--- config.mk ---
export PLATFORM = sky130hd
export DESIGN_NAME = delta_varint_position_decoder_unit
export DESIGN_NICKNAME = d
export VERILOG_FILES = /design/src/design/dvpd_pkg.sv /design/src/design/delta_varint_position_decoder_unit.sv
export SDC_FILE = /design/constraint.sdc
export NUM_CORES = 1
export LEC_CHECK = 0
export ABC_AREA = 0
export BUFFER_PORTS_ARGS = -buffer_cell sky130_fd_sc_hd__buf_2
export CAP_MARGIN = 0
export CORE_MARGIN = 2
export CORE_UTILIZATION = 40
export DETAILED_ROUTE_END_ITERATION = 8
export GPL_ROUTABILITY_DRIVEN = 1
export PLACE_DENSITY = 0.64
export SLEW_MARGIN = 20
export SYNTH_ARGS = -nofsm -noshare
export SYNTH_HDL_FRONTEND = slang
export SYNTH_SLANG_ARGS = --single-unit
--- constraint.sdc ---
create_clock -name clock -period 8.3 [get_ports clock]
set_clock_uncertainty 0.1 [all_clocks]
set_input_delay 2.49 -clock clock [delete_from_list [all_inputs] [get_ports clock]]
set_output_delay 2.49 -clock clock [all_outputs]
set_load 0.005 [all_outputs]
--- src/design/dvpd_pkg.sv ---
// Shared widths and code constants for the delta varint position decoder.
`timescale 1ns / 1ps

package dvpd_pkg;

   localparam int BYTE_W    = 8;
   localparam int POS_W     = 32;
   localparam int LIST_W    = 16;
   localparam int REM_W     = 3;
   localparam int MAX_LISTS = 65536;

   localparam logic [LIST_W-1:0] LAST_LIST  = LIST_W'(MAX_LISTS - 1);
   localparam logic [LIST_W-1:0] LIST_RESET = '1;

   // Leading byte classes
   localparam logic [BYTE_W-1:0] LEAD_LONG  = 8'd0;
   localparam logic [BYTE_W-1:0] LEAD_TWO   = 8'd192;
   localparam logic [BYTE_W-1:0] LEAD_ONE   = 8'd128;
   localparam logic [BYTE_W-1:0] SHORT_BIAS = 8'd64;

   localparam logic [REM_W-1:0] REM_LONG = 3'd4;
   localparam logic [REM_W-1:0] REM_TWO  = 3'd2;
   localparam logic [REM_W-1:0] REM_ONE  = 3'd1;
   localparam logic [REM_W-1:0] REM_NONE = 3'd0;

endpackage

--- src/design/delta_varint_position_decoder_unit.sv ---
// Delta varint position decoder: byte parser, delta accumulator, result register.
`timescale 1ns / 1ps

// A result appears in the cycle after the byte that completes its code.
// One byte per cycle unless req_stall; position, partial, rem, list each feed back.
// req_stall rises only while a finished item sits unaccepted in the result register.
// Reset (synchronous): position 0, no code in progress, list index all ones,
// result register empty.
module delta_varint_position_decoder_unit (
   input  logic                         clock,
   input  logic                         reset,
   input  logic                         req_valid,
   output logic                         req_stall,
   input  logic [dvpd_pkg::BYTE_W-1:0]  req_code_byte,
   input  logic                         req_list_start,
   output logic                         rsp_valid,
   input  logic                         rsp_stall,
   output logic [dvpd_pkg::POS_W-1:0]   rsp_position,
   output logic [dvpd_pkg::LIST_W-1:0]  rsp_list_index
);

   logic [dvpd_pkg::POS_W-1:0]  prev_ff, prev_in;
   logic [dvpd_pkg::POS_W-1:0]  partial_ff, partial_in;
   logic [dvpd_pkg::REM_W-1:0]  rem_ff, rem_in;
   logic [dvpd_pkg::LIST_W-1:0] list_ff, list_in;
   logic                        valid_ff, valid_in;
   logic [dvpd_pkg::POS_W-1:0]  pos_ff, pos_in;
   logic [dvpd_pkg::LIST_W-1:0] idx_ff;

   logic                        req_acc;
   logic                        emit;
   logic [dvpd_pkg::POS_W-1:0]  delta;
   logic [dvpd_pkg::POS_W-1:0]  base;

   assign req_stall = valid_ff && rsp_stall;
   assign req_acc   = req_valid && !req_stall;

   always_comb begin
      prev_in    = prev_ff;
      partial_in = partial_ff;
      rem_in     = rem_ff;
      list_in    = list_ff;
      emit       = 1'b0;
      delta      = '0;
      base       = prev_ff;
      if (rem_ff != dvpd_pkg::REM_NONE) begin
         partial_in = {partial_ff[dvpd_pkg::POS_W-dvpd_pkg::BYTE_W-1:0], req_code_byte};
         rem_in     = rem_ff - dvpd_pkg::REM_ONE;
         emit       = (rem_ff == dvpd_pkg::REM_ONE);
         delta      = partial_in;
      end else begin
         if (req_list_start) begin
            // advance list and restart the position at zero
            list_in = (list_ff == dvpd_pkg::LAST_LIST) ? '0 : list_ff + 1'b1;
            prev_in = '0;
            base    = '0;
         end
         if (req_code_byte == dvpd_pkg::LEAD_LONG) begin
            partial_in = '0;
            rem_in     = dvpd_pkg::REM_LONG;
         end else if (req_code_byte >= dvpd_pkg::LEAD_TWO) begin
            partial_in = dvpd_pkg::POS_W'(req_code_byte[5:0]);
            rem_in     = dvpd_pkg::REM_TWO;
         end else if (req_code_byte >= dvpd_pkg::LEAD_ONE) begin
            partial_in = dvpd_pkg::POS_W'(req_code_byte[5:0]);
            rem_in     = dvpd_pkg::REM_ONE;
         end else begin
            // wrap the bias subtraction at the byte width
            emit  = 1'b1;
            delta = dvpd_pkg::POS_W'(dvpd_pkg::BYTE_W'(req_code_byte - dvpd_pkg::SHORT_BIAS));
         end
      end
      pos_in = base + delta;
      if (emit) begin
         prev_in = pos_in;
      end
      valid_in = req_acc ? emit : (valid_ff && rsp_stall);
   end

   always_ff @(posedge clock) begin
      if (reset) begin
         prev_ff    <= '0;
         partial_ff <= '0;
         rem_ff     <= dvpd_pkg::REM_NONE;
         list_ff    <= dvpd_pkg::LIST_RESET;
         valid_ff   <= 1'b0;
      end else begin
         valid_ff <= valid_in;
         if (req_acc) begin
            prev_ff    <= prev_in;
            partial_ff <= partial_in;
            rem_ff     <= rem_in;
            list_ff    <= list_in;
         end
      end
   end

   // Payload: load only when a new item completes
   always_ff @(posedge clock) begin
      if (req_acc && emit) begin
         pos_ff <= pos_in;
         idx_ff <= list_in;
      end
   end

   assign rsp_valid      = valid_ff;
   assign rsp_position   = pos_ff;
   assign rsp_list_index = idx_ff;

   a_stall_only_when_full: assert property (@(posedge clock) disable iff (reset)
      req_stall |-> valid_ff)
      else $error("input stalled with empty result register");

   a_result_tracks_prev: assert property (@(posedge clock) disable iff (reset)
      valid_ff |-> (prev_ff == pos_ff))
      else $error("held position differs from running position");

   a_last_byte_emits: assert property (@(posedge clock) disable iff (reset)
      (req_acc && rem_ff == dvpd_pkg::REM_ONE) |=>
         (valid_ff && pos_ff == $past(prev_ff +
            {partial_ff[dvpd_pkg::POS_W-dvpd_pkg::BYTE_W-1:0], req_code_byte})))
      else $error("final byte of a code did not give prev plus delta");

   a_list_advance: assert property (@(posedge clock) disable iff (reset)
      (req_acc && rem_ff == dvpd_pkg::REM_NONE && req_list_start) |=>
         (list_ff == $past(list_ff) + 1'b1 && prev_ff == pos_ff || !valid_ff && prev_ff == '0
          && list_ff == $past(list_ff) + 1'b1))
      else $error("list start did not advance the list index");

endmodule
; ---- After elaboration in Yosys (flattened, before gate mapping)
; Index checks and enable logic that the tools add are counted.
; W data, S select, Z words.
[classes]
n_reduce_logical = 8
n_eq_ne = 2
order_cmp = 2
n_mux = 23
addsub = 4
[ops]
columns = op, n
row1 = $mux W32, 4
row2 = $mux W24, 4
row3 = $mux W16, 3
row4 = $add A32 B32 Y32, 1
row5 = $mux W8, 3
row6 = $add A16 B1 Y16 const B, 1
row7 = $eq A16 B16 Y1 const B, 1
row8 = $ge A8 B8 Y1 const B, 2
row9 = $mux W3, 4
row10 = $logic_not A8 Y1, 1
row11 = $sub A8 B7 Y8 const B, 1
row12 = $mux W1, 5
row13 = $reduce_bool A4 Y1, 1
row14 = $eq A3 B1 Y1 const B, 1
row15 = $logic_and A1 B1 Y1, 3
row16 = $reduce_bool A3 Y1, 1
row17 = $sub A3 B1 Y3 const B, 1
row18 = $reduce_and A2 Y1, 1
row19 = $logic_not A1 Y1, 1
[totals]
inputBits = 13
out_inout_bits = 50
regBits = 124

; ---- Depth between registers and ports, before layout
[logic_depth]
depth_word = 7
ltp_mapped = 15
mapped_depth_nobuf = 14

; ---- Worst setup path after synthesis
; Ideal clock, no wire load.
[synth_timing]
path_kind = input-to-reg
start = in req_code_byte[3] (netlist bit)
end = reg pos_ff (netlist bit rsp_position[29]), data pin
n_path_buf = 0
setup_slack_ns = 3.054
arrival_time_ns = 4.869
stages = 13
cell_sequence = nor4_1 > nand2_1 > o21ai_0 > or3_1 > nand2_1 > ha_1 > a21oi_1 > o21ai_0 > a221oi_1 > nor3_1 > nor3_1 > o21a_1 > a311oi_1
[synth_between]
elab_chain_len = 6
word_cells_on_any_way = 9
classes_between = add/sub: 2 / order compare: 2 / mux: 4 / reduce/logical: 1
[synth_lines]
columns = item, line
row1 = from (decl), delta_varint_position_decoder_unit.sv:14  ; input logic [dvpd_pkg::BYTE_W-1:0] req_code_byte,
row2 = $sub A8 B7 Y8 or $ge A8 B8 Y1 (tied branches), "delta_varint_position_decoder_unit.sv:70, delta_varint_position_decoder_unit.sv:64"
row3 = $mux W8, delta_varint_position_decoder_unit.sv:64  ; end else if (req_code_byte >= dvpd_pkg::LEAD_ONE) begin
row4 = $mux W8, delta_varint_position_decoder_unit.sv:61  ; end else if (req_code_byte >= dvpd_pkg::LEAD_TWO) begin
row5 = $mux W8, delta_varint_position_decoder_unit.sv:58  ; if (req_code_byte == dvpd_pkg::LEAD_LONG) begin
row6 = $mux W32 (*), delta_varint_position_decoder_unit.sv:46  ; if (rem_ff != dvpd_pkg::REM_NONE) begin
row7 = $add A32 B32 Y32 (*), delta_varint_position_decoder_unit.sv:73  ; pos_in = base + delta;
row8 = "via pos_in, one bit", delta_varint_position_decoder_unit.sv:27  ; logic [dvpd_pkg::POS_W-1:0] pos_ff, pos_in;
row9 = to (signal assigned), delta_varint_position_decoder_unit.sv:101  ; pos_ff <= pos_in;
row10 = to (decl), delta_varint_position_decoder_unit.sv:27
; The timed path passes the listed nets; every way through them passes the cells marked *.
; A chain may end at the register's enable or synchronous reset.

; ---- Final worst setup path
; Ends and elaborated chain as after synthesis.

==> results.cfg <==
[finish]
utilization_pct = 46.6
fillCellCount = 1665
finalInstanceArea_um2 = 7980
fin_cells = 1042
final_common_cell = nand2_1
fin_nets = 853
n_antenna_cell = 0
area_delta_synth_final_pct = 15.1
layout-drive-gt1-share_pct = 14.0
layout_common_cells = 94 x nand2_1, 76 x dfxtp_1, 67 x and2_1

[die]
die-area_um2 = 18400
num_rows = 48
start_util_pct = 40.5
dieWidth_um = 136
die_h_um = 136
core_region_area_um2 = 17100
io-pin-count = 63

[worst_setup_path]
critPathArrivalTime_ns = 5.70
cp_max_fo = 6
reg2regPathDepth = 13
crit_path_top_delay_cell = nor3_1
crit_start = req_code_byte[3]
required_ns = 8.34
rr_startpoint = rem_ff[0]
start_kind = primary input
path_cells = buf_2 > nor4_1 > nand2_1 > o21ai_0 > or3_1 > nand2_1 > ha_1 > a21oi_1 > o21ai_0 > a221oi_1 > nor3_1 > nor3_1 > o21a_1 > a311oi_1
crit_type = in -> reg
critPathMaxStageDelay_ns = 0.62
crit_path_end_kind = flip-flop

[cts]
clockBufferDepth = 2
postCtsHoldBufs = 0
cts_tree = built
cts_resized = 0
clk_latency_ns = 0.42
htreeDepth = 4
cts_buffers = 17
clkTransAtPathRegs_ns = 0.05
post_cts_buffers = 0
clock-root-buffer = clkbuf_16
clock_sinks = 124

[pwr]
p_sw_share_pct = 28.4
leakagePower_nw = 3.27
power.switching_mw = 0.492
p_int_mw = 1.24
p_per_area_nw_per_um2 = 217
combPwrFrac_pct = 17.4
pwr-share-clk_pct = 41.3
ir_drop_uv = 149
power_frac_seq_pct = 41.3

[synthesis]
ys_types = 66
synth_cells = 758
ys_seq_area_share_pct = 42.7
synth_edf_count = 48
synth_nets = 807
yosysWarningCount = 0
synth.largest_area_cell = dfxtp_1
synth_top_cell_area_share_pct = 21.9
syn_area_um2 = 6930
synth-seq-cells = 124
synthTopCellsByArea = dfxtp_1 22%, edfxtp_1 21%, ha_1 6.3%
async_flop_share_pct = 0
synth_ff_type = dfxtp_1
syn_area_per_cell_um2 = 9.15

[outcome]
outcome = finished clean

[placement]
dpl_worst_slack_ns = 2.27
finalWeightedCongestion = 0.916
hpwl_um = 11100
dpl_cell_area_um2 = 7400
port_buffers = 62
dp_cells = 1010

[min_path]
hp-start = partial_ff[14]
whs_path_depth = 2
hold_class = reg -> reg

[job]
drv_cap = 0

[global_routing]
grt_antenna_before_repair = 0
first_global_vias = 5401
grt_first_pass_wirelength_um = 26600
grt_usage_pct = 18.3
grt_start_max_net_pins = 59
grt.overflow.total = 0

[routing]
antenna_left = 0
post_drt_wl_per_cell_um = 15.5
drt_wl_total_um = 16100
drt_iter0_drc = 317
via_count = 5527
drtPass1Iterations = 5
via_per_inst = 5.30
drc = 0

[timing]
tightest_slew_ns = 1.08
finalSetupTns_ns = 0
finalCritPeriodShare_pct = 68.2
fmax_ghz = 0.177
maxSlewViolCount = 0
relSlewSlack_pct = 27.9
finalHoldViolations = 0
timing.final.ws_setup_ns = 2.64
rsz0062_at_grt = no
finalSetupViolations = 0
min_period_ns = 5.66
cell families (layout without fill, tap and decap cells):
family / count (synthesis) / count (layout) / synth area share, %
mux: 2 / 2 / 0.289
xor+xnor: 46 / 46 / 5.81
simple gates: 307 / 307 / 22.2
compound gates: 190 / 190 / 19.3
flops: 124 / 124 / 42.7
buf+inv: 53 / 112 / 3.09
fa+ha+maj: 36 / 36 / 6.61
area by class of cell:
class | instances | area, um2 | area share [%]
repair buffers | 68 | 355 | 4.45
flip-flops and latches | 124 | 2960 | 37.1
clock inverters | 13 | 145 | 1.82
well taps | 225 | 282 | 3.53
clock buffers | 19 | 433 | 5.42
multi-input cells | 581 | 3760 | 47.1
inverters | 12 | 45.0 | 0.564
sequential cells by signal, indices dropped and copies added (netlist names):
register / count
rem_ff: 3
list_ff: 16
rsp_valid: 1
partial_ff: 24
rsp_list_index: 16
rsp_position: 32
prev_ff: 32
synth_stat cells (all sizes together), types with 3 or more instances:
library cell and count:
and2 68, a211oi 8, a22oi 12, o21bai 4
a221o 6, o21a 4, clkbuf 32, xnor2 27
a21boi 3, buf 9, edfxtp 48, o211ai 6
a22o 12, a21oi 56, xor2 19, o21ai 33
nand3 24, o31ai 5, a21o 13, a2111oi 3
inv 12, ha 35, nor2b 6, nand2b 11
nand4 10, nand2 95, or3 4, nor3 10
a221oi 3, dfxtp 76, and3 15, nor2 53
a31oi 5, a211o 8, or4 3
metrics by stage:
stage                     power (mW)  hold WS (ns)
after global routing            1.82         0.372
after floorplan                0.944         0.317
after CTS                       1.76         0.349
after detailed placement        1.03         0.336
after global placement          1.03         0.334
final                           1.74         0.348
power groups by stage:
stage	clock network (mW)	logic (mW)	registers (mW)
after floorplan	0	0.214	0.730
after global placement	0	0.299	0.729
after detailed placement	0	0.301	0.729
after CTS	0.733	0.305	0.717
after global routing	0.761	0.337	0.723
final	0.717	0.301	0.717
routing by layer:
metal	track usage (%)	wire [um]	up-vias
li1	-	-	2819
met1	23.7	7770	2583
met2	30.1	7570	112
met3	4.75	623	13
met4	5.50	153	0
met5	0	0	-
critical path, delay by kind of cell:
kind / cells / cell delay [ns]
simple gates: 6 / 1.46
compound gates: 6 / 1.42
fa+ha+maj: 1 / 0.23
buf+inv: 1 / 0.11
worst paths after layout:
kind	to	slack [ns]
max reg2reg	rsp_position[29]	3.89
min reg2reg	partial_ff[14]	0.35
max	rsp_position[29]	2.64
min	partial_ff[14]	0.35
No activity file was read; power rests on OpenSTA's default activity.
